===== src/rtl/ssg_pkg.sv =====
// -----------------------------------------------------------------------------
// ssg_pkg: shared types and constants of the sector signature block
// Command codes, register indexes, signature constants and size helpers.
// -----------------------------------------------------------------------------
package ssg_pkg;

	// operation codes on the input stream
	localparam logic [1:0] OP_GENERATE = 2'd0;
	localparam logic [1:0] OP_BEGIN    = 2'd1;
	localparam logic [1:0] OP_VERIFY   = 2'd2;

	// configuration register indexes
	localparam int unsigned CFG_IDX_W = 8;
	localparam logic [CFG_IDX_W-1:0] CFG_DISK_SERIAL  = 8'd0;
	localparam logic [CFG_IDX_W-1:0] CFG_SECTOR_LOG2  = 8'd1;
	localparam logic [3:0]           SECTOR_LOG2_RST  = 4'd9;
	localparam logic [3:0]           SECTOR_LOG2_MIN  = 4'd5;
	localparam logic [3:0]           SECTOR_LOG2_MAX  = 4'd9;
	localparam logic [3:0]           WORD_BYTES_LOG2  = 4'd3;

	// signature constants
	localparam logic [63:0] MAGIC_WORD   = 64'hADDE4BFA53575053;
	localparam logic [63:0] SEED_MIX     = 64'hDEADBEEFCAFEBABE;
	localparam logic [63:0] LCG_MUL      = 64'h5851F42D4C957F2D;
	localparam logic [63:0] LCG_INC      = 64'h14057B7EF767814F;
	localparam int unsigned SERIAL_SHIFT = 13;

	typedef enum logic [1:0] {
		CMD_GEN   = 2'd0,
		CMD_BEGIN = 2'd1,
		CMD_CHECK = 2'd2
	} cmd_kind_t;

	typedef struct packed {
		cmd_kind_t   kind;
		logic [63:0] data;	// aligned offset, or read-back word for a check
	} cmd_t;

	function automatic logic [3:0] clamp_log2(input logic [3:0] lg);
		logic [3:0] r;
		r = lg;
		if (lg < SECTOR_LOG2_MIN) r = SECTOR_LOG2_MIN;
		if (lg > SECTOR_LOG2_MAX) r = SECTOR_LOG2_MAX;
		return r;
	endfunction

	function automatic logic [63:0] align_offset(input logic [63:0] off,
		input logic [3:0] lg);
		logic [3:0] l;
		l = clamp_log2(lg);
		return off & ({64{1'b1}} << l);
	endfunction

	function automatic logic [63:0] start_seed(input logic [63:0] off,
		input logic [63:0] serial);
		return off ^ (serial << SERIAL_SHIFT) ^ SEED_MIX;
	endfunction

endpackage


===== src/rtl/ssg_front.sv =====
// -----------------------------------------------------------------------------
// ssg_front: input stage
// Takes stream words, aligns offsets, drops unused codes and queues commands.
// -----------------------------------------------------------------------------
module ssg_front import ssg_pkg::*; (
	input  logic        clk,
	input  logic        arst_n,
	input  logic [3:0]  sector_bytes_log2,
	input  logic        in_valid,
	output logic        in_ready,
	input  logic [1:0]  operation,
	input  logic [63:0] offset_bytes,
	input  logic [63:0] read_word,
	output logic        cmd_valid,
	output cmd_t        cmd,
	input  logic        cmd_pop
);

	localparam int unsigned DEPTH = 2;

	cmd_t       fifo_q [DEPTH];
	logic       wr_ptr_q;
	logic       rd_ptr_q;
	logic [1:0] cnt_q;

	cmd_t       cmd_new;
	logic       keep;
	logic       push;

	always_comb begin
		cmd_new.kind = CMD_GEN;
		cmd_new.data = align_offset(offset_bytes, sector_bytes_log2);
		keep         = 1'b1;
		case (operation)
			OP_GENERATE: begin
				cmd_new.kind = CMD_GEN;
			end
			OP_BEGIN: begin
				cmd_new.kind = CMD_BEGIN;
			end
			OP_VERIFY: begin
				cmd_new.kind = CMD_CHECK;
				cmd_new.data = read_word;
			end
			default: begin
				keep = 1'b0;
			end
		endcase
	end

	assign in_ready  = (cnt_q != 2'(DEPTH));
	assign push      = in_valid && in_ready && keep;
	assign cmd_valid = (cnt_q != 2'd0);
	assign cmd       = fifo_q[rd_ptr_q];

	always_ff @(posedge clk) begin
		if (push) begin
			fifo_q[wr_ptr_q] <= cmd_new;
		end
	end

	always_ff @(posedge clk or negedge arst_n) begin
		if (!arst_n) begin
			wr_ptr_q <= 1'b0;
			rd_ptr_q <= 1'b0;
			cnt_q    <= 2'd0;
		end else begin
			if (push) wr_ptr_q <= ~wr_ptr_q;
			if (cmd_pop) rd_ptr_q <= ~rd_ptr_q;
			if (push && !cmd_pop) begin
				cnt_q <= cnt_q + 2'd1;
			end else if (!push && cmd_pop) begin
				cnt_q <= cnt_q - 2'd1;
			end
		end
	end

endmodule


===== src/rtl/ssg_back.sv =====
// -----------------------------------------------------------------------------
// ssg_back: execution stage
// Runs generate and verify commands on a shared LCG unit, owns the output word.
// -----------------------------------------------------------------------------
module ssg_back import ssg_pkg::*; #(
	parameter int unsigned MAX_SECTOR_WORDS = 64
) (
	input  logic        clk,
	input  logic        arst_n,
	input  logic [63:0] disk_serial,
	input  logic [3:0]  sector_bytes_log2,
	input  logic        cmd_valid,
	input  cmd_t        cmd,
	output logic        cmd_pop,
	output logic        out_valid,
	input  logic        out_ready,
	output logic [63:0] out_data,
	output logic [5:0]  out_index,
	output logic        out_last,
	output logic        out_is_verify,
	output logic        out_match
);

	localparam int unsigned IDX_W = $clog2(MAX_SECTOR_WORDS);
	localparam int unsigned CNT_W = IDX_W + 1;
	localparam logic [6:0]  MAX_W7 = 7'(MAX_SECTOR_WORDS);
	localparam logic [31:0] MUL_LO = LCG_MUL[31:0];
	localparam logic [31:0] MUL_HI = LCG_MUL[63:32];
	localparam logic [2:0]  BYTE_LAST = 3'd7;

	typedef enum logic [4:0] {
		ST_IDLE = 5'b00001,
		ST_WORD = 5'b00010,
		ST_MUL  = 5'b00100,
		ST_ADD  = 5'b01000,
		ST_DONE = 5'b10000
	} bk_state_t;

	bk_state_t        state_q;
	logic             chk_q;
	logic [63:0]      gseed_q;
	logic [63:0]      goff_q;
	logic [IDX_W-1:0] gidx_q;
	logic [63:0]      vseed_q;
	logic [63:0]      voff_q;
	logic [IDX_W-1:0] vidx_q;
	logic             vactive_q;
	logic             mism_q;
	logic [63:0]      rd_q;
	logic [63:0]      word_q;
	logic [2:0]       byte_q;
	logic [63:0]      plo_q;
	logic [31:0]      c1_q;
	logic [31:0]      c2_q;

	logic             out_valid_q;
	logic [63:0]      out_data_q;
	logic [5:0]       out_idx_q;
	logic             out_last_q;
	logic             out_isv_q;
	logic             out_match_q;

	logic [3:0]       lg;
	logic [6:0]       words_full;
	logic [6:0]       words_cap;
	logic [CNT_W-1:0] words;
	logic [IDX_W-1:0] cur_idx;
	logic [63:0]      cur_off;
	logic [63:0]      sel_seed;
	logic [63:0]      plo;
	logic [31:0]      c1;
	logic [31:0]      c2;
	logic [63:0]      new_seed;
	logic             is_last;
	logic             mism_next;
	logic             slot_free;
	logic             out_load;

	always_comb begin
		lg         = clamp_log2(sector_bytes_log2);
		words_full = 7'd1 << (lg - WORD_BYTES_LOG2);
		words_cap  = (words_full > MAX_W7) ? MAX_W7 : words_full;
		words      = words_cap[CNT_W-1:0];
	end

	assign cur_idx   = chk_q ? vidx_q : gidx_q;
	assign cur_off   = chk_q ? voff_q : goff_q;
	assign sel_seed  = chk_q ? vseed_q : gseed_q;
	assign is_last   = (CNT_W'(cur_idx) + CNT_W'(1)) >= words;
	assign mism_next = mism_q | (word_q != rd_q);
	assign slot_free = !out_valid_q || out_ready;
	assign out_load  = (state_q == ST_DONE) && slot_free && (!chk_q || is_last);
	assign cmd_pop   = (state_q == ST_IDLE) && cmd_valid;

	// 64-bit modular product split into three 32x32 parts; the parts are registered before the add
	assign plo      = 64'(sel_seed[31:0]) * 64'(MUL_LO);
	assign c1       = sel_seed[63:32] * MUL_LO;
	assign c2       = sel_seed[31:0] * MUL_HI;
	assign new_seed = plo_q + {c1_q + c2_q, 32'b0} + LCG_INC;

	always_ff @(posedge clk) begin
		if (state_q == ST_MUL) begin
			plo_q <= plo;
			c1_q  <= c1;
			c2_q  <= c2;
		end
		if (out_load) begin
			out_data_q  <= chk_q ? 64'd0 : word_q;
			out_idx_q   <= 6'(cur_idx);
			out_last_q  <= is_last;
			out_isv_q   <= chk_q;
			out_match_q <= chk_q && !mism_next;
		end
	end

	always_ff @(posedge clk or negedge arst_n) begin
		if (!arst_n) begin
			out_valid_q <= 1'b0;
		end else if (out_load) begin
			out_valid_q <= 1'b1;
		end else if (out_ready) begin
			out_valid_q <= 1'b0;
		end
	end

	always_ff @(posedge clk or negedge arst_n) begin
		if (!arst_n) begin
			state_q   <= ST_IDLE;
			chk_q     <= 1'b0;
			gseed_q   <= '0;
			goff_q    <= '0;
			gidx_q    <= '0;
			vseed_q   <= '0;
			voff_q    <= '0;
			vidx_q    <= '0;
			vactive_q <= 1'b0;
			mism_q    <= 1'b0;
			rd_q      <= '0;
			word_q    <= '0;
			byte_q    <= '0;
		end else begin
			case (state_q)
				ST_IDLE: begin
					if (cmd_valid) begin
						case (cmd.kind)
							CMD_GEN: begin
								chk_q   <= 1'b0;
								goff_q  <= cmd.data;
								gseed_q <= start_seed(cmd.data, disk_serial);
								gidx_q  <= '0;
								state_q <= ST_WORD;
							end
							CMD_BEGIN: begin
								voff_q    <= cmd.data;
								vseed_q   <= start_seed(cmd.data, disk_serial);
								vidx_q    <= '0;
								vactive_q <= 1'b1;
								mism_q    <= 1'b0;
							end
							CMD_CHECK: begin
								// no run open: the word is dropped
								if (vactive_q) begin
									chk_q   <= 1'b1;
									rd_q    <= cmd.data;
									state_q <= ST_WORD;
								end
							end
							default: begin
							end
						endcase
					end
				end
				ST_WORD: begin
					byte_q <= '0;
					if (CNT_W'(cur_idx) == CNT_W'(0)) begin
						word_q  <= MAGIC_WORD;
						state_q <= ST_DONE;
					end else if (CNT_W'(cur_idx) == CNT_W'(1)) begin
						word_q  <= cur_off;
						state_q <= ST_DONE;
					end else if (CNT_W'(cur_idx) == CNT_W'(2)) begin
						word_q  <= disk_serial;
						state_q <= ST_DONE;
					end else begin
						state_q <= ST_MUL;
					end
				end
				ST_MUL: begin
					state_q <= ST_ADD;
				end
				ST_ADD: begin
					if (chk_q) begin
						vseed_q <= new_seed;
					end else begin
						gseed_q <= new_seed;
					end
					// top byte of each step, lowest byte first
					word_q <= {new_seed[63:56], word_q[63:8]};
					byte_q <= byte_q + 3'd1;
					state_q <= (byte_q == BYTE_LAST) ? ST_DONE : ST_MUL;
				end
				ST_DONE: begin
					if (chk_q) begin
						if (!is_last) begin
							mism_q  <= mism_next;
							vidx_q  <= vidx_q + IDX_W'(1);
							state_q <= ST_IDLE;
						end else if (slot_free) begin
							mism_q    <= mism_next;
							vidx_q    <= '0;
							vactive_q <= 1'b0;
							state_q   <= ST_IDLE;
						end
					end else if (slot_free) begin
						if (is_last) begin
							state_q <= ST_IDLE;
						end else begin
							gidx_q  <= gidx_q + IDX_W'(1);
							state_q <= ST_WORD;
						end
					end
				end
				default: begin
					state_q <= ST_IDLE;
				end
			endcase
		end
	end

	assign out_valid     = out_valid_q;
	assign out_data      = out_data_q;
	assign out_index     = out_idx_q;
	assign out_last      = out_last_q;
	assign out_is_verify = out_isv_q;
	assign out_match     = out_match_q;

	a_verify_result_shape: assert property (@(posedge clk) disable iff (!arst_n)
		(out_valid_q && out_isv_q) |-> (out_last_q && out_data_q == 64'd0))
		else $error("verify result without last or with data");

	a_idle_run_parked: assert property (@(posedge clk) disable iff (!arst_n)
		!vactive_q |-> (vidx_q == '0))
		else $error("verify index left over with no run open");

	a_step_sequence: assert property (@(posedge clk) disable iff (!arst_n)
		(state_q == ST_ADD) |=> (state_q == ST_MUL || state_q == ST_DONE))
		else $error("LCG step left mid-word");

	a_gen_in_range: assert property (@(posedge clk) disable iff (!arst_n)
		(state_q != ST_IDLE && !chk_q) |-> (CNT_W'(gidx_q) < words))
		else $error("generate index beyond sector");

endmodule


===== src/rtl/sector_signature_generate_verify.sv =====
// -----------------------------------------------------------------------------
// sector_signature_generate_verify: sector test signature generator/checker
// Config registers, input queue stage and execution stage with output word.
// -----------------------------------------------------------------------------
// A generate word (tuser 0) emits the whole sector, 4 to 64 words; begin
// verify (tuser 1) opens a check run and verify words (tuser 2) are compared
// in order, the last one returning a single result with the match flag. Words
// 0..2 (header, offset, serial) are loaded directly in the execution stage;
// every later word is built by the eight chained LCG steps, each of which
// first registers the 32x32 partial products and then does the add. Each
// command is taken from the queue in the idle state. A two-entry command
// queue lets new input words be taken while a sector is still being
// produced, and the output register holds a word while the next one is
// computed. Operation code 3 is dropped at the input.
module sector_signature_generate_verify import ssg_pkg::*; #(
	parameter int unsigned MAX_SECTOR_WORDS = 64
) (
	input  logic                 clk,
	input  logic                 arst_n,
	input  logic                 cfg_valid,
	output logic                 cfg_ready,
	input  logic [CFG_IDX_W-1:0] cfg_index,
	input  logic [63:0]          cfg_data,
	input  logic                 s_tvalid,
	output logic                 s_tready,
	input  logic [127:0]         s_tdata,	// offset_bytes[63:0], read_word[127:64]
	input  logic [1:0]           s_tuser,	// operation[1:0]
	output logic                 m_tvalid,
	input  logic                 m_tready,
	output logic [71:0]          m_tdata,	// data_word[63:0], word_index[69:64], match[70], pad
	output logic                 m_tlast,
	output logic [0:0]           m_tuser	// is_verify[0]
);

	logic [63:0] serial_q;
	logic [3:0]  log2_q;
	logic        cmd_valid;
	cmd_t        cmd;
	logic        cmd_pop;
	logic [63:0] out_data;
	logic [5:0]  out_index;
	logic        out_is_verify;
	logic        out_match;

	assign cfg_ready = 1'b1;

	always_ff @(posedge clk or negedge arst_n) begin
		if (!arst_n) begin
			serial_q <= '0;
			log2_q   <= SECTOR_LOG2_RST;
		end else if (cfg_valid) begin
			case (cfg_index)
				CFG_DISK_SERIAL: serial_q <= cfg_data;
				CFG_SECTOR_LOG2: log2_q   <= cfg_data[3:0];
				default: begin
				end
			endcase
		end
	end

	ssg_front u_front (
		.clk               (clk),
		.arst_n            (arst_n),
		.sector_bytes_log2 (log2_q),
		.in_valid          (s_tvalid),
		.in_ready          (s_tready),
		.operation         (s_tuser),
		.offset_bytes      (s_tdata[63:0]),
		.read_word         (s_tdata[127:64]),
		.cmd_valid         (cmd_valid),
		.cmd               (cmd),
		.cmd_pop           (cmd_pop)
	);

	ssg_back #(
		.MAX_SECTOR_WORDS (MAX_SECTOR_WORDS)
	) u_back (
		.clk               (clk),
		.arst_n            (arst_n),
		.disk_serial       (serial_q),
		.sector_bytes_log2 (log2_q),
		.cmd_valid         (cmd_valid),
		.cmd               (cmd),
		.cmd_pop           (cmd_pop),
		.out_valid         (m_tvalid),
		.out_ready         (m_tready),
		.out_data          (out_data),
		.out_index         (out_index),
		.out_last          (m_tlast),
		.out_is_verify     (out_is_verify),
		.out_match         (out_match)
	);

	assign m_tdata = {1'b0, out_match, out_index, out_data};
	assign m_tuser = out_is_verify;

endmodule

===== config.mk =====
export PLATFORM = sky130hd
export DESIGN_NAME = sector_signature_generate_verify
export DESIGN_NICKNAME = d
export VERILOG_FILES = /design/src/rtl/ssg_pkg.sv /design/src/rtl/ssg_front.sv /design/src/rtl/ssg_back.sv /design/src/rtl/sector_signature_generate_verify.sv
export SDC_FILE = /design/constraint.sdc
export NUM_CORES = 2
export LEC_CHECK = 0
export BUFFER_PORTS_ARGS = -buffer_cell sky130_fd_sc_hd__buf_2
export CORE_MARGIN = 4
export CORE_UTILIZATION = 55
export CTS_BUF_LIST = sky130_fd_sc_hd__clkbuf_4
export CTS_CLUSTER_DIAMETER = 30
export CTS_CLUSTER_SIZE = 24
export DETAILED_ROUTE_END_ITERATION = 16
export PLACE_DENSITY = 0.83
export SLEW_MARGIN = 10
export SYNTH_ARGS = -nofsm -noshare
export SYNTH_HDL_FRONTEND = slang
export SYNTH_SLANG_ARGS = --single-unit

===== constraint.sdc =====
create_clock -name clk -period 28.2 [get_ports clk]
set_input_delay 5.64 -clock clk [delete_from_list [all_inputs] [get_ports clk]]
set_output_delay 5.64 -clock clk [all_outputs]
set_load 0.05 [all_outputs]

==> run_results.csv <==
group,metric,value,unit
run_status,status,"completed",
timing,setup_viol,0,
synth,synthDominantAreaCellType,"sky130_fd_sc_hd__fa_1",
place,place.gp.congestion,0.986,
floorplan,chipHeight,371,µm
detailed_routing,detailedRoute.firstIterationViolations,4594,
synth,synth_compound_area_frac,0.0955,
timing,worst_margin_slew,1.31,ns
synth,synth-async-reset-ratio,0.597,
synth,post_synth_inst_count,6926,
floorplan,num_rows,132,
detailed_routing,detailedRoute.firstPassIterationCount,7,
clock_network,cts-htree-levels,3,
clock_network,clock-sinks,804,
detailed_routing,via_count,51900,
synth,synth.avg_cell_area,10.5,µm²
worst_setup_path,crit_fanout,24,
clock_network,numCtsBuffers,119,
detailed_routing,detail_route.wirelength,217000,µm
timing,rsz_0062_raised_after_global_routing,"false",
run,max_cap_violations,0,
synth,synth.lib_cells_used.distinct,86,
worst_setup_path,timing.critical_path.from_type,"register",
worst_setup_path,cp_num_buf_inv,7,
synth,yosys_register_bits,804,
final_layout,syn2layout_area_growth,7.28,%
detailed_routing,via_per_inst,5.76,
timing,slew_headroom,0.104,
worst_setup_path,critPathMostFrequentCell,"sky130_fd_sc_hd__inv_1",
global_routing,globalRoute.totalOverflow,0,
synth,synth-edff-count,324,
clock_network,clock_insertion_delay_at_the_later_pin_of_the_skew_report,1.05,ns
synth,synth_mux_area_frac,0.0478,
timing,clock-skew-final,0.125,ns
worst_setup_path,timing.critical_path.slowest_cell_delay,1.01,ns
timing,timing.final.max_slew_violations,0,
synth,synthTopCellsByCount,"1349 x sky130_fd_sc_hd__inv_1, 821 x sky130_fd_sc_hd__ha_1, 811 x sky130_fd_sc_hd__fa_1",
timing,fin_crit_sh,0.383,
global_routing,first_global_vias,53800,
floorplan,dieWidth,371,µm
global_routing,first_pass_grt_wire_length,326000,µm
floorplan,initial_utilization,0.557,
clock_network,cts-resized-gates,0,
synth,yosysWarnings,0,
synth,synthSimpleGateAreaFrac,0.0678,
floorplan,die_area,0.138,mm²
synth,synth-xor-area-share,0.0425,
clock_network,post-cts-setup-buffers,0,
synth,ys_seq_area_frac,0.300,
timing,timing.final.hold_violations,0,
floorplan,io-pin-count,284,
place,buffer_ports.inserted,277,
clock_network,clkSlewWorstSetupHoldPaths,0.09,ns
worst_setup_path,worst_setup_path_end_kind,"register",
global_routing,maximum_number_of_pins_on_one_net_before_global_route_repair,169,
synth,yosysMostFrequentCell,"sky130_fd_sc_hd__inv_1",
final_layout,finalNetCount,8999,
global_routing,grt_util_all_layers,0.317,
place,dp_hpwl,176000,µm
synth,largest_family_of_logic_cells_by_synthesized_area,"adder cells",
global_routing,grt_antenna_before_repair,6,
clock_network,clockBufferDepth,3,
final_layout,post_route_cells_drive_above_1_share,0.103,
synth,synth_fp_nets,8765,
detailed_routing,postRouteAntennaNets,0,
timing,finalSetupTns,0,ns
clock_network,root_buffer,"sky130_fd_sc_hd__clkbuf_4",
floorplan,core_region_area,0.130,mm²
timing,max_clock_freq,92.6,MHz
synth,synth_fa_ha_area_frac,0.366,
worst_setup_path,data_arrival_time_of_the_critical_path,11.44,ns
clock_network,tritoncts,"built",
timing,final.min_clock_period,10.80,ns
synth,yosys.area.top_type_share,0.224,
synth,synthesis.area,0.0725,mm²
synth,synth_top_cells_by_area,"sky130_fd_sc_hd__fa_1 22%, sky130_fd_sc_hd__dfrtp_1 16%, sky130_fd_sc_hd__ha_1 14%",
worst_setup_path,crit_type,"register to register",
min_path,holdCritPathClass,"register to register",
synth,ys_dominant_reg_cell,"sky130_fd_sc_hd__dfrtp_1",
detailed_routing,remaining_drc_errors,0,
worst_setup_path,path_delay_family,"adder cells",
worst_setup_path,critical_path_required,28.84,ns
worst_setup_path,crit_slowest_cell,"sky130_fd_sc_hd__mux2i_1",
clock_network,cts-hold-fix-buffers,0,
detailed_routing,drt-wirelength-per-cell,24.0,µm
worst_setup_path,ff2ff_setup_slack,17.40,ns
-- stage by stage --
stage	util	setup slack (ns)	hold slack [ns]	area, µm²	std cells
finish	0.597	17.40	0.486	77800	9015
global route	0.597	17.00	0.511	77800	9013
CTS	0.597	17.41	0.483	77800	9009
detailed placement	0.581	17.47	0.464	75800	8781
global placement	0.581	17.43	0.448	75800	8781
floorplan	-	15.45	0.438	72500	6926
-- state kept, by name, summed over array words and instances (netlist names), 5 cells and up --
name / count
u_back.goff_q: 64
u_back.gidx_q: 6
u_back.vseed_q: 64
u_back.voff_q: 64
u_back.c1_q: 32
u_back.gseed_q: 64
u_back.out_data: 64
u_back.state_q: 5
u_back.out_index: 6
u_back.word_q: 64
u_back.c2_q: 32
u_back.plo_q: 55
serial_q: 64
u_back.rd_q: 64
u_front.fifo_q: 132
u_back.vidx_q: 6
-- cell type report --
cell class                      instances  area, µm²
Antenna cell                            6       15.0
Clock buffer                          129        968
Fill cell                           10700      52500
Inverter                             1349       5060
Sequential cell                       804      21800
Timing Repair Buffer                  323       1750
Clock inverter                         99       1050
Tap cell                             1742       2180
Multi-Input combinational cell       4563      45000
-- worst paths after layout --
check	startpoint	to	cells after the start
max	u_back.chk_q	u_back.plo_q[58]	29
min	u_back.vseed_q[51]	u_back.vseed_q[51]	2
max reg2reg	u_back.chk_q	u_back.plo_q[58]	29
min reg2reg	u_back.vseed_q[51]	u_back.vseed_q[51]	2
max in group asynchronous	arst_n	u_front.rd_ptr_q	4
min in group asynchronous	arst_n	serial_q[37]	1
-- layer usage --
metal  routed length [µm]  GRT usage
met3                17300     0.0537
met4                13400      0.162
met2               102000      0.519
met1                83800      0.409
met5                   13          0
-- cells in the final DEF, fill, tap and decap left out, drive strengths merged, types with 36 or more instances in the layout --
| cell type | netlist | final |
|---|---|---|
| mux2i | 175 | 175 |
| nand3 | 60 | 60 |
| xnor2 | 245 | 245 |
| buf | 22 | 323 |
| inv | 1349 | 1381 |
| a221oi | 37 | 37 |
| a21oi | 325 | 325 |
| fa | 811 | 811 |
| o22ai | 37 | 37 |
| dfrtp | 477 | 477 |
| nor3 | 40 | 40 |
| ha | 821 | 821 |
| clkbuf | 188 | 129 |
| nor2b | 77 | 77 |
| mux2 | 152 | 152 |
| clkinv | 0 | 36 |
| nand2 | 456 | 456 |
| nor2 | 317 | 317 |
| o21ai | 422 | 422 |
| a21o | 120 | 120 |
| xor2 | 102 | 102 |
| edfxtp | 324 | 324 |
-- cell families after synthesis --
logic type | after synthesis
other | 2
muxes | 327
adders and majority gates | 1632
and+or+nand+nor | 1109
buffers and inverters | 1559
DFF | 804
xor gates and xnor gates | 349
AOI/OAI and AO/OA | 1144
-- worst min-delay path, cell delays in order (launching register included) --
cell,delay (ns)
sky130_fd_sc_hd__dfrtp_1,0.35
sky130_fd_sc_hd__nand2_1,0.04
sky130_fd_sc_hd__o21ai_0,0.06
Power is not shown: default switching activity piles up to over one toggle a cycle in this logic, so the estimate is an artifact.
